==> src/rtl/ptm_pkg.sv <==
// ----------------------------------------------------------------------------
// ptm_pkg: shared types and constants for the pixel tone mapper
// Mode codes, register map and the fixed-point sepia coefficients.
// ----------------------------------------------------------------------------
package ptm_pkg;

	localparam int unsigned CHAN_W  = 8;
	localparam int unsigned LANES   = 3;
	localparam int unsigned PIXEL_W = CHAN_W * LANES;

	// register map, byte addressed: paddr[2] selects the register
	localparam int unsigned ADDR_W   = 3;
	localparam logic        REG_MODE   = 1'b0;
	localparam logic        REG_AMOUNT = 1'b1;

	typedef enum logic [2:0] {
		MODE_IDENT     = 3'd0,
		MODE_BRIGHTEN  = 3'd1,
		MODE_DARKEN    = 3'd2,
		MODE_CONT_UP   = 3'd3,
		MODE_CONT_DOWN = 3'd4,
		MODE_INVERT    = 3'd5,
		MODE_SEPIA     = 3'd6,
		MODE_SPARE     = 3'd7
	} mode_t;

	typedef struct packed {
		mode_t             mode;
		logic [CHAN_W-1:0] amount;
	} cfg_t;

	// floor(v*N/1000) == (v*ceil(N*2^18/1000)) >> 18 exactly for v in 0..255
	localparam int unsigned SEPIA_SHIFT  = 18;
	localparam int unsigned COEF_W       = 19;
	localparam int unsigned PROD_W       = COEF_W + CHAN_W;
	localparam logic [COEF_W-1:0] SEPIA_COEF_R = 19'd354157;
	localparam logic [COEF_W-1:0] SEPIA_COEF_G = 19'd315360;
	localparam logic [COEF_W-1:0] SEPIA_COEF_B = 19'd245629;

endpackage

==> src/rtl/ptm_regs.sv <==
// ----------------------------------------------------------------------------
// ptm_regs: configuration registers
// APB-style slave holding the mode and amount registers.
// ----------------------------------------------------------------------------
module ptm_regs import ptm_pkg::*; (
	input  logic              clk,
	input  logic              arst_n,
	input  logic              psel,
	input  logic              penable,
	input  logic              pwrite,
	input  logic [ADDR_W-1:0] paddr,
	input  logic [31:0]       pwdata,
	output logic [31:0]       prdata,
	output logic              pready,
	output cfg_t              cfg
);

	logic  wr_en;
	mode_t mode_q;
	logic [CHAN_W-1:0] amount_q;

	assign pready = 1'b1;
	assign wr_en  = psel & penable & pwrite;

	always_ff @(posedge clk or negedge arst_n) begin
		if (!arst_n) begin
			mode_q   <= MODE_IDENT;
			amount_q <= '0;
		end else if (wr_en) begin
			if (paddr[2] == REG_MODE)
				mode_q <= mode_t'(pwdata[2:0]);
			else
				amount_q <= pwdata[CHAN_W-1:0];
		end
	end

	always_comb begin
		if (paddr[2] == REG_AMOUNT)
			prdata = {24'd0, amount_q};
		else
			prdata = {29'd0, mode_q};
	end

	assign cfg.mode   = mode_q;
	assign cfg.amount = amount_q;

endmodule

==> src/rtl/ptm_lane.sv <==
// ----------------------------------------------------------------------------
// ptm_lane: one channel of the point operation
// Stage 1 registers the direct result (add/sub, contrast, invert or pass-through)
// and the sepia product; the saturate/select after it feeds the output register.
// ----------------------------------------------------------------------------
module ptm_lane import ptm_pkg::*; (
	input  logic              clk,
	input  logic              en,
	input  cfg_t              cfg,
	input  logic [COEF_W-1:0] coef,
	input  logic [CHAN_W-1:0] chan_in,
	output logic [CHAN_W-1:0] chan_out
);

	logic [CHAN_W:0]   sum;
	logic [CHAN_W:0]   diff;
	logic [CHAN_W-1:0] bright;
	logic [CHAN_W-1:0] dark;
	logic [CHAN_W-1:0] direct;
	logic [CHAN_W-1:0] direct_s1;
	logic [PROD_W-1:0] prod_s1;
	logic              sepia_s1;
	logic [PROD_W-SEPIA_SHIFT-1:0] quot;

	assign sum    = {1'b0, chan_in} + {1'b0, cfg.amount};
	assign diff   = {1'b0, chan_in} - {1'b0, cfg.amount};
	assign bright = sum[CHAN_W] ? '1 : sum[CHAN_W-1:0];
	assign dark   = diff[CHAN_W] ? '0 : diff[CHAN_W-1:0];

	always_comb begin
		case (cfg.mode)
			MODE_BRIGHTEN: direct = bright;
			MODE_DARKEN:   direct = dark;
			MODE_CONT_UP:  direct = chan_in[CHAN_W-1] ? bright : dark;
			MODE_CONT_DOWN: begin
				// lower half clamps at 127, upper half at 128
				if (!chan_in[CHAN_W-1])
					direct = (sum[CHAN_W] | sum[CHAN_W-1]) ? 8'd127 : sum[CHAN_W-1:0];
				else
					direct = (diff[CHAN_W] | ~diff[CHAN_W-1]) ? 8'd128 : diff[CHAN_W-1:0];
			end
			MODE_INVERT:   direct = ~chan_in;
			default:       direct = chan_in;
		endcase
	end

	always_ff @(posedge clk) begin
		if (en) begin
			direct_s1 <= direct;
			prod_s1   <= PROD_W'(chan_in) * PROD_W'(coef);
			sepia_s1  <= (cfg.mode == MODE_SEPIA);
		end
	end

	assign quot     = prod_s1[PROD_W-1:SEPIA_SHIFT];
	assign chan_out = !sepia_s1 ? direct_s1 :
	                  quot[PROD_W-SEPIA_SHIFT-1] ? '1 : quot[CHAN_W-1:0];

endmodule

==> src/rtl/ptm_merge.sv <==
// ----------------------------------------------------------------------------
// ptm_merge: output stage
// Packs the three lane results into the output register and runs the
// master-side handshake; tells the lanes when stage 1 may advance.
// ----------------------------------------------------------------------------
module ptm_merge import ptm_pkg::*; (
	input  logic               clk,
	input  logic               arst_n,
	input  logic               valid_s1,
	input  logic [CHAN_W-1:0]  red,
	input  logic [CHAN_W-1:0]  green,
	input  logic [CHAN_W-1:0]  blue,
	output logic               adv,
	output logic               m_tvalid,
	input  logic               m_tready,
	output logic [PIXEL_W-1:0] m_tdata
);

	logic               out_valid_q;
	logic [PIXEL_W-1:0] out_data_q;

	assign adv = !out_valid_q || m_tready;

	always_ff @(posedge clk or negedge arst_n) begin
		if (!arst_n)
			out_valid_q <= 1'b0;
		else if (adv)
			out_valid_q <= valid_s1;
	end

	always_ff @(posedge clk) begin
		if (adv && valid_s1)
			out_data_q <= {blue, green, red};
	end

	assign m_tvalid = out_valid_q;
	assign m_tdata  = out_data_q;

endmodule

==> src/rtl/pixel_tone_mapper.sv <==
// ----------------------------------------------------------------------------
// pixel_tone_mapper: per-pixel RGB point operation
// Channel | Dir | Beat contents
// s_axis  | in  | tdata: red_in[7:0], green_in[15:8], blue_in[23:16]
// m_axis  | out | tdata: red_out[7:0], green_out[15:8], blue_out[23:16]
// apb     | in  | mode @0x0, amount @0x4
//
// One pixel per clock while the output is not stalled; registered in the lane stage, then the output register.
// The per-lane constant multiply sets the stage-1 path.
// Reset clears the valid bits and the registers (mode identity, amount 0).
// A stalled output holds its beat; stage 1 still fills behind it.
// ----------------------------------------------------------------------------
module pixel_tone_mapper import ptm_pkg::*; (
	input  logic               clk,
	input  logic               arst_n,
	input  logic               s_tvalid,
	output logic               s_tready,
	input  logic [PIXEL_W-1:0] s_tdata,   // red_in, green_in, blue_in
	output logic               m_tvalid,
	input  logic               m_tready,
	output logic [PIXEL_W-1:0] m_tdata,   // red_out, green_out, blue_out
	input  logic               psel,
	input  logic               penable,
	input  logic               pwrite,
	input  logic [ADDR_W-1:0]  paddr,
	input  logic [31:0]        pwdata,
	output logic [31:0]        prdata,
	output logic               pready
);

	cfg_t cfg;
	logic adv;
	logic en_s1;
	logic valid_s1;
	logic [CHAN_W-1:0] red_out;
	logic [CHAN_W-1:0] green_out;
	logic [CHAN_W-1:0] blue_out;

	ptm_regs u_regs (
		.clk     (clk),
		.arst_n  (arst_n),
		.psel    (psel),
		.penable (penable),
		.pwrite  (pwrite),
		.paddr   (paddr),
		.pwdata  (pwdata),
		.prdata  (prdata),
		.pready  (pready),
		.cfg     (cfg)
	);

	assign s_tready = !valid_s1 || adv;
	assign en_s1    = s_tvalid && s_tready;

	always_ff @(posedge clk or negedge arst_n) begin
		if (!arst_n)
			valid_s1 <= 1'b0;
		else if (s_tready)
			valid_s1 <= s_tvalid;
	end

	ptm_lane u_lane_r (
		.clk      (clk),
		.en       (en_s1),
		.cfg      (cfg),
		.coef     (SEPIA_COEF_R),
		.chan_in  (s_tdata[CHAN_W-1:0]),
		.chan_out (red_out)
	);

	ptm_lane u_lane_g (
		.clk      (clk),
		.en       (en_s1),
		.cfg      (cfg),
		.coef     (SEPIA_COEF_G),
		.chan_in  (s_tdata[2*CHAN_W-1:CHAN_W]),
		.chan_out (green_out)
	);

	ptm_lane u_lane_b (
		.clk      (clk),
		.en       (en_s1),
		.cfg      (cfg),
		.coef     (SEPIA_COEF_B),
		.chan_in  (s_tdata[3*CHAN_W-1:2*CHAN_W]),
		.chan_out (blue_out)
	);

	ptm_merge u_merge (
		.clk      (clk),
		.arst_n   (arst_n),
		.valid_s1 (valid_s1),
		.red      (red_out),
		.green    (green_out),
		.blue     (blue_out),
		.adv      (adv),
		.m_tvalid (m_tvalid),
		.m_tready (m_tready),
		.m_tdata  (m_tdata)
	);

	// input only backs up when both stages hold a beat and the output stalls
	a_ready_low: assert property (@(posedge clk) disable iff (!arst_n)
		!s_tready |-> (valid_s1 && m_tvalid && !m_tready))
		else $error("s_tready low without a full, stalled pipe");

	// a beat leaving stage 1 lands in the output register
	a_s1_to_out: assert property (@(posedge clk) disable iff (!arst_n)
		(valid_s1 && adv) |=> m_tvalid)
		else $error("stage 1 beat lost");

	// a new output beat only comes from stage 1
	a_out_source: assert property (@(posedge clk) disable iff (!arst_n)
		$rose(m_tvalid) |-> $past(valid_s1))
		else $error("output beat without a stage 1 source");

	// a mode write shows up in the register next cycle
	a_mode_write: assert property (@(posedge clk) disable iff (!arst_n)
		(psel && penable && pwrite && paddr[2] == REG_MODE) |=>
		(cfg.mode == mode_t'($past(pwdata[2:0]))))
		else $error("mode write not taken");

endmodule
==> config.mk <==
export PLATFORM = sky130hd
export DESIGN_NAME = pixel_tone_mapper
export DESIGN_NICKNAME = d
export VERILOG_FILES = /design/src/rtl/ptm_pkg.sv /design/src/rtl/ptm_regs.sv /design/src/rtl/ptm_lane.sv /design/src/rtl/ptm_merge.sv /design/src/rtl/pixel_tone_mapper.sv
export SDC_FILE = /design/constraint.sdc
export NUM_CORES = 1
export LEC_CHECK = 0
export ABC_AREA = 1
export BUFFER_PORTS_ARGS = -buffer_cell sky130_fd_sc_hd__buf_2
export CAP_MARGIN = 5
export CORE_MARGIN = 2
export CORE_UTILIZATION = 68
export DETAILED_ROUTE_END_ITERATION = 10
export HOLD_SLACK_MARGIN = 0.06
export MAX_ROUTING_LAYER = met4
export PLACE_DENSITY_LB_ADDON = 0.1
export SLEW_MARGIN = 0
export SYNTH_ARGS = -nofsm -noshare
export SYNTH_HDL_FRONTEND = slang
export SYNTH_SLANG_ARGS = --single-unit
==> constraint.sdc <==
create_clock -name clk -period 4.2 [get_ports clk]
set_input_delay 0.21 -clock clk [delete_from_list [all_inputs] [get_ports clk]]
set_output_delay 0.21 -clock clk [all_outputs]
set_load 0.05 [all_outputs]
==> impl_metrics.tcl <==
set metrics [dict create \
    run_status "complete, no violations" \
    setup_viol 0 \
    antenna_found_initial 0 \
    arrival_ps 4090 \
    cts_buffers 9 \
    synth_top_area_cell "ha_1" \
    fin_crit_ps 3989 \
    routed_via_density 5.709 \
    rsz0062_at_grt "no" \
    placed_area_mm2 0.01562 \
    period_share 0.9497 \
    maxCapViolations 0 \
    synthXorXnorAreaFrac 0.02316 \
    synthArstFlopShare 0.1477 \
    grt_use_total 0.3797 \
    pre_cts_slack_ps -230.9 \
    ys_seq_area_frac 0.1748 \
    dpl.hpwl_um 33760 \
    hold_depth 3 \
    die_x_um 151.3 \
    synth-edff-count 75 \
    finClkSkew_ps 16.32 \
    synth-main-ff-cell "edfxtp_1" \
    crit_chain "buf_2, fa_1, inv_1, fa_1, inv_1, fa_1, inv_1, fa_1, inv_1, ha_1, a21oi_1, a21boi_0, o21ai_0, nand3_1, nand3_1, xor2_1" \
    timing.fmax_ghz 0.2507 \
    tightestPinTransition_ps 1117 \
    ant_nets 0 \
    post_cts_buffers 0 \
    finalHoldViolations 0 \
    synth.mux.area_fraction 0 \
    critPathMaxFanout 3 \
    die_h_um 151.3 \
    final_max_slew_viol_count 0 \
    cp.required_ps 4300 \
    synth_compound_gate_area_share 0.09129 \
    netlist_area_mm2 0.01475 \
    synth-simple-area-share 0.2376 \
    synthTopCellsByCount "nand2_1, inv_1, ha_1, nor2_1" \
    holdWs_ps 93.33 \
    drt_iter0_drc 1062 \
    setup_ws_ps 211.4 \
    relSlewSlack 0.2541 \
    setup-tns-final_ps 0 \
    cts_tree "yes" \
    cp-end-kind "flip-flop" \
    diodes 0 \
    p_leak_nw 8.826 \
    grt_max_degree 52 \
    synth_top_area_frac 0.1756 \
    post-synth-top-count-cell "nand2_1" \
    die_area_mm2 0.02288 \
    cts_max_level 3 \
    synth_seq_cells 88 \
    cp.depth 16 \
    cpMaxStageDelayCell "fa_1" \
    p_per_area_mw_per_mm2 605.6 \
    grt_pass1_vias 13220 \
    max_stage_delay_ps 630 \
    crit_family "adder cells" \
    crit_type "in2reg" \
    overflow 0 \
    io_buffers 73 \
    wire_per_inst_um 17.29 \
    synth_cells 1979 \
    clock_latency_ps 360 \
    synth_top_family_by_area "adder cells" \
    crit_buf_inv 5 \
    clockBufferDepth 2 \
    stdcell_area_mm2 0.01597 \
    drc 0 \
    ir_drop_mv 0.6896 \
    clkSlewWorstSetupHoldPaths_ps 70 \
    ys_warn_count 0 \
    synth_fa_ha_area_frac 0.3412 \
    avgSynthCellArea_um2 7.452 \
    vias 13540 \
    firstDrtPassIters 6 \
    wirelength_um 41010 \
    start_kind "input port" \
    area_delta_synth_final_pct 8.289 \
    drive_gt1_frac 0.09585 \
    initial_core_util 0.6972 \
    synth_area_leaders "ha_1, fa_1, edfxtp_1" \
    final_nets 2488 \
    grt_pass1_wl_um 65240 \
    cts.sinks 88 \
    coreArea_mm2 0.02115 \
    hp-class "in2reg" \
    fp-row-count 53 \
    r2r_cells 11 \
    cts-root-buf "clkbuf_16" \
    ys_types 49 \
    boundaryPins 125 \
    gp_congestion 1.004 \
]
cell families (layout without fill, tap and decap cells):
family / Yosys count / in the layout
buffers and inverters: 470 / 565
AO/OA/AOI/OAI: 238 / 238
adder cells (fa/ha/maj): 329 / 329
XOR/XNOR: 39 / 39
flip-flops: 88 / 88
other: 2 / 25
AND/OR/NAND/NOR: 813 / 813
layout make-up:
cell class | instances | area, um^2
clock inverter | 6 | 107.6
clock buffer | 9 | 225.2
fill | 1626 | 5184
inverter | 417 | 1568
tap | 275 | 344.1
timing repair buffer | 133 | 818.3
multi-input combinational | 1444 | 10330
sequential | 88 | 2577
report_power, final:
| group | total (mW) | switching, mW | internal [mW] |
|---|---|---|---|
| clock | 0.939 | 0.361 | 0.578 |
| sequential | 1.48 | 0.140 | 1.34 |
| combinational | 7.25 | 4.57 | 2.68 |
| total | 9.67 | 5.07 | 4.60 |
cell usage in the layout (no fill, tap or decap), types with 9 or more instances in the layout:
| cell | count |
|---|---|
| a21o_1 | 10 |
| a21oi_1 | 101 |
| buf_2 | 73 |
| buf_4 | 59 |
| clkbuf_16 | 9 |
| conb_1 | 25 |
| dfrtp_1 | 13 |
| edfxtp_1 | 75 |
| fa_1 | 120 |
| ha_1 | 206 |
| inv_1 | 408 |
| nand2_1 | 445 |
| nand2_2 | 9 |
| nand3_1 | 122 |
| nand4_1 | 27 |
| nor2_1 | 146 |
| nor3_1 | 15 |
| o21ai_0 | 76 |
| o21bai_1 | 18 |
| or2_2 | 10 |
| xor2_1 | 32 |
layer usage:
layer | vias up | part of all wire | GRT usage
li1 | 6469 | - | -
met1 | 6313 | 0.42 | 0.4971
met2 | 631 | 0.47 | 0.6063
met3 | 128 | 0.084 | 0.05151
met4 | 0 | 0.034 | 0.1388
met5 | - | 0 | -
final timing paths:
check / end / start / slack, ps
max in group asynchronous: u_regs.amount_q[7] / arst_n / 3640
max: u_lane_b.prod_s1[23] / s_tdata[18] / 210
min: u_regs.amount_q[6] / pwdata[6] / 90
min reg2reg: u_merge.m_tvalid / valid_s1 / 490
min in group asynchronous: u_merge.m_tvalid / arst_n / 300
max reg2reg: u_lane_g.direct_s1[5] / u_regs.amount_q[1] / 1170
registers in the layout, indices dropped and copies added (netlist names):
name	cells
u_lane_g.sepia_s1	1
u_regs.mode_q	3
u_merge.m_tvalid	1
u_merge.m_tdata	24
u_lane_g.direct_s1	8
u_lane_r.prod_s1	9
u_lane_b.direct_s1	8
u_lane_g.prod_s1	9
u_regs.amount_q	8
u_lane_b.prod_s1	8
valid_s1	1
u_lane_r.direct_s1	8
timing repair:
action / 4_1_cts / 5_1_grt
gates resized for setup: 0 / 4
endpoints found under the setup margin: 0 / 4
hold buffers: 1 / 0
hold endpoints to repair: 13 / 0
per-stage QoR:
step | power, mW | util | cells
6_report | 9.671 | 0.7550 | 2372
5_1_grt | 10.60 | 0.7550 | 2372
4_1_cts | 9.543 | 0.7546 | 2372
3_5_place_dp | 8.556 | 0.7384 | 2356
3_3_place_gp | 8.302 | 0.7384 | 2356
2_1_floorplan | 6.483 | - | 2002
tightest hold or removal path, stage by stage:
cell	delay, ps
buf_2	70
nor2_1	30
a21oi_1	100
No activity file was read; power rests on OpenSTA's default activity.
